==> src/design/qlte_pkg.sv <==
// Package for the Q-learning table engine: operation codes, register indexes,
// fixed field widths and the shared fraction clamp helper. No dependencies.
`default_nettype none
package qlte_pkg;
	localparam int FRAC_W = 17;
	localparam logic [FRAC_W-1:0] ONE_Q16 = 17'd65536;

	localparam logic [2:0] OP_UPDATE = 3'd0;
	localparam logic [2:0] OP_CHOOSE = 3'd1;
	localparam logic [2:0] OP_DECAY  = 3'd2;
	localparam logic [2:0] OP_READ   = 3'd3;
	localparam logic [2:0] OP_WRITE  = 3'd4;

	localparam logic [2:0] REG_LEARN_RATE = 3'd0;
	localparam logic [2:0] REG_DISCOUNT   = 3'd1;
	localparam logic [2:0] REG_STATES     = 3'd2;
	localparam logic [2:0] REG_ACTIONS    = 3'd3;
	localparam logic [2:0] REG_EXP_INIT   = 3'd4;
	localparam logic [2:0] REG_EXP_FINAL  = 3'd5;
	localparam logic [2:0] REG_EXP_DECAY  = 3'd6;

	localparam int DEF_MAX_STATES  = 128;
	localparam int DEF_MAX_ACTIONS = 8;
	localparam int DEF_Q_WIDTH     = 32;

	// Shared arithmetic unit command.
	typedef struct packed {
		logic        start;
		logic [63:0] a;
		logic [17:0] b;
	} qlte_mul_cmd_t;

	function automatic logic [16:0] clamp_frac(input logic [16:0] f);
		clamp_frac = (f > ONE_Q16) ? ONE_Q16 : f;
	endfunction
endpackage
`default_nettype wire

==> src/design/qlte_mul.sv <==
// Shared signed multiplier of the engine: a signed value times an unsigned
// Q1.16 fraction, floor-shifted by 16, registered. Uses qlte_pkg.
`default_nettype none
module qlte_mul (
	input  wire logic                   clk,
	input  wire qlte_pkg::qlte_mul_cmd_t cmd,
	output logic signed [63:0]          prod_q
);
	import qlte_pkg::*;
	logic signed [81:0] full;
	// Operands are held stable by the sequencer; value is at most 49 bits.
	assign full = $signed(cmd.a) * $signed({1'b0, cmd.b[16:0]});
	always_ff @(posedge clk) begin
		if (cmd.start) begin
			prod_q <= full[79:16];
		end
	end
endmodule
`default_nettype wire

==> config.mk <==
export PLATFORM = sky130hd
export DESIGN_NAME = qlte_mul
export DESIGN_NICKNAME = d
export VERILOG_FILES = /design/src/design/qlte_pkg.sv /design/src/design/qlte_mul.sv
export SDC_FILE = /design/constraint.sdc
export NUM_CORES = 2
export LEC_CHECK = 0
export ABC_AREA = 1
export BUFFER_PORTS_ARGS = -buffer_cell sky130_fd_sc_hd__buf_2
export CAP_MARGIN = 20
export CORE_MARGIN = 3
export CORE_UTILIZATION = 56
export DETAILED_ROUTE_END_ITERATION = 8
export GPL_TIMING_DRIVEN = 0
export PLACE_DENSITY_LB_ADDON = 0.3
export SYNTH_ARGS = -nofsm -noshare
export SYNTH_HDL_FRONTEND = slang
export SYNTH_SLANG_ARGS = --single-unit
==> constraint.sdc <==
create_clock -name clk -period 6.7 [get_ports clk]
set_clock_uncertainty 0.15 [all_clocks]
set_input_delay 0 -clock clk [delete_from_list [all_inputs] [get_ports clk]]
set_output_delay 0 -clock clk [all_outputs]
set_load 0.02 [all_outputs]
* Word-level counts from Yosys, hierarchy flattened
Cells that the tools add are included.
** Operators by class
- Add/subtract/negate cells :: 0
- $mul :: 1
- Div/mod/pow operators :: 0
- $lt $le $gt $ge :: 0
- Eq/ne operators :: 0
- Shift-type cells :: 0
- Multiplexer cells :: 0
- Bitwise gates (word level) :: 0
- Reduce and logical (&&, ||, !) cells :: 0
** Operators by type and width (count)
- multiplier 64 x 18 -> 80 bit :: 1
** Word-level totals
- Flip-flop bits (word level) :: 64
- Latch bits :: 0
- Memory bits (writable) :: 0
- ROM bits :: 0
- Input port bits :: 84
- Word-level logic and storage cells :: 2
- Memories kept :: 0

* Depth between registers and ports, before layout
- Word-level depth :: 1
- Depth in mapped cells :: 29

* Worst setup path after synthesis
No wires, ideal clock.
- Path type :: in2reg
- From :: in cmd[5] in the netlist's numbering
- To :: reg prod_q[63], data pin
- Arrival time :: 5241 ps
- Data required time :: 6296 ps
- Setup slack :: 1055 ps
- Stages on the path :: 24
- Cell sequence :: clkbuf_1 buf_1 nand2_1 inv_1 fa_1 inv_1 fa_1 inv_1 fa_1 inv_1 fa_1 inv_1 fa_1 fa_1 ha_1 a21oi_1 a21boi_0 nor2_1 nor2_1 o21ai_0 a21oi_1 nand3_1 nand2_1 nand2_1
** On the way
- Longest elaborated chain between the ends :: 1
** Ends and longest elaborated chain
- from (decl) :: RTL line qlte_mul.sv:6 : input wire qlte_pkg::qlte_mul_cmd_t cmd,
- multiplier 64 x 18 -> 80 bit :: RTL line qlte_mul.sv:12 : assign full = $signed(cmd.a) * $signed({1'b0, cmd.b[16:0]});
- named net full[79] :: RTL line qlte_mul.sv:10 : logic signed [81:0] full;
- to (signal assigned) :: RTL line qlte_mul.sv:15 : prod_q <= full[79:16];
- to (decl) :: RTL line qlte_mul.sv:7 : output logic signed [63:0] prod_q
The timed path passes the listed nets, and every way through them passes these cells.
A chain may end at the register's enable or synchronous reset.

* Worst setup path after layout
- From :: in cmd[11] in the netlist's numbering
- To :: reg prod_q[55], data pin
The elaborated chain is that of the path after synthesis.

==> summary.txt <==
Status
  • Outcome: completed

Worst setup path
  • Worst EP arrival: 6.55 ns
  • WS Path Type: input port to register
  • Worst Setup End Kind: register
  • Critical path launch point type: input port
  • Worst path required time: 6.64 ns
  • Max FO, Critical Path: 10

Global route
  • Largest net degree at the start of global routing: 42
  • Initial antenna violation count: 7
  • Vias in the first global route: 35400
  • GRT overflow: 0
  • Global Route Usage Sum: 38.5%
  • First-pass GRT wire length: 211000 um

STA
  • Slew headroom: 24.1%
  • Pins over their slew limit: 0
  • Setup-failing EPs final: 0
  • Fin. Hold Viols: 0
  • Worst setup slack after layout: 0.0885 ns
  • Period utilisation layout: 98.7%
  • Tmin final: 6.61 ns
  • F_max: 151 MHz
  • RSZ-0062 raised after global routing: true
  • Total Neg Setup Slack: 0 ns
  • Worst slew pin tran: 1.14 ns

Min path
  • Hold/Removal Path Class: input port to register
  • Cells on Worst Hold Path: 1

Clocking
  • Hold buffer count at CTS: 0
  • Setup bufs post-CTS: 0
  • Clock buffer count from CTS: 9
  • Clock root cell: clkbuf_16
  • CTS tree: done
  • Sink Count: 64
  • Clk slew on worst S/H paths: 0.05 ns
  • CTS Buffer Depth: 2
  • # H-tree levels: 3

Synthesis
  • Syn avg cell area: 7.59 sq um
  • Synth warn: 0
  • Cells after synthesis: 5281
  • Cell variety after synth: 39
  • Area of the mapped netlist: 0.0401 sq mm
  • FFs w/ async S/R, synth: 0%
  • Synth Flop Type: edfxtp_1
  • Yosys reg bits: 64
  • EDFF count, synth: 64
  • Syn_nets: 6526
  • Seq/Total Area, Yosys: 4.79%

Detailed routing
  • Vias: 34100
  • DRT Pass-1 Iters: 6
  • WL per Instance: 22.1 um
  • Final ANT Viol Nets: 0
  • Residual DRC: 0
  • Iteration-0 DRC Markers: 3553
  • DR vias/cell: 5.41
  • Final wirelength: 140000 um

Place
  • Global placement routability congestion: 1.01
  • DP HPWL: 119000 um
  • Input/output buffers: 67
  • Placed cell count: 6299
  • Pre-CTS setup slack: -1.32 ns

Cells and area
  • Most frequent cells in the layout: inv_1 (1801), nand2_1 (1381), fa_1 (983), ha_1 (170), nor2_1 (161)
  • Fillers: 6605
  • Most common cell after layout, fill and taps aside: inv_1
  • Reg with most FFs: prod_q
  • Area grow syn2layout: 5.81%
  • Core Util, Final: 60.2%
  • Layout cells sized above 1: 6.01%
  • NumNets Final: 6614
  • Fin cells: 6318
  • Regs by FF count: prod_q (64)
  • Max reg flops: 64

Floorplanning
  • Core ar.: 0.0705 sq mm
  • Effective utilization at floorplan: 56.9%
  • Die area: 0.0748 sq mm
  • Die Span Y: 274 um
  • Std cell rows: 97
  • Die Width: 274 um
  • I/O pin cnt: 148

Flow run
  • Max Cap Viol: 0
-- metrics by stage --
stage | instance area (sq um) | hold WS, ns
2_1_floorplan | 40100 | -0.0375
3_3_place_gp | 41600 | 0.294
3_5_place_dp | 41800 | 0.293
4_1_cts | 42300 | 0.0383
5_1_grt | 42400 | 0.0566
6_report | 42400 | 0.0425
-- metal layers --
metal / global-route usage, % / vias to the layer above / share of wire (%)
li1: - / 14700 / -
met1: 48.1 / 16900 / 35
met2: 60.6 / 2054 / 45
met3: 9.69 / 533 / 12
met4: 22.9 / 6 / 7.8
met5: 0 / - / 0.029
-- synthesized netlist by cell type, drive strengths merged (8+ instances only) --
library cell / number / area, sq um
a21oi: 135 / 676
xnor2: 12 / 105
edfxtp: 64 / 1920
a21o: 16 / 120
o21ai: 91 / 455
o21a: 10 / 75.1
nor2: 186 / 791
nor3: 12 / 65.1
fa: 987 / 19800
ha: 174 / 2180
xor2: 35 / 307
clkbuf: 223 / 837
buf: 23 / 87.6
o21bai: 8 / 60.1
inv: 1814 / 6810
nand4: 19 / 125
nand2: 1397 / 5280
nand3: 57 / 305
-- worst max-delay path, stage by stage --
cell and delay (ns):
clkbuf_2 0.42, buf_2 0.53, nand2_1 0.13, fa_1 0.50
inv_1 0.05, fa_1 0.48, fa_1 0.58, fa_1 0.46
fa_1 0.49, inv_1 0.05, fa_1 0.47, inv_1 0.04
ha_1 0.41, a21oi_1 0.43, o21ai_0 0.26, a21oi_1 0.34
o21ai_0 0.33, a21oi_2 0.32, nand3_1 0.11, nand2_1 0.07
nand2_1 0.05
-- final timing paths --
kind              startpoint                   end  slack [ns]
setup / recovery     cmd[11]  prod_q[55]$_DFFE_PP_        0.09
hold / removal       cmd[82]   prod_q[0]$_DFFE_PP_        0.04
-- what timing repair did --
action | 4_1_cts | 5_1_grt
resized for setup | 111 | 160
hold endpoints to repair | 0 | 0
endpoints found under the setup margin | 51 | 21
pin swaps | 0 | 2
cloned | 0 | 0
-- logic make-up (layout without fill, tap and decap cells) --
logic type      after synthesis  count (layout)  synth area share [%]
fa+ha+maj                  1161            1161                  54.7
compound gates              267             267                  3.58
buf+inv                    2061            2154                  19.3
simple gates               1681            1681                  16.6
flops                        64              64                  4.79
xor+xnor                     47              47                  1.03
other cells                   0               4                     0
-- cell type report --
cell class	count	area [sq um]	area share, %
clock buffers	10	229	0.540
inverters	1815	6810	16.1
clock inverters	6	68.8	0.162
well taps	940	1180	2.77
flip-flops and latches	64	1920	4.53
repair buffers	78	531	1.25
plain buffers	245	1140	2.68
multi-input cells	3156	30500	72.0
diodes	4	10.0	0.0236
Power is left out: the tool's default activity adds up to more than one toggle a clock period on the data nets, which glitch-free logic cannot reach.
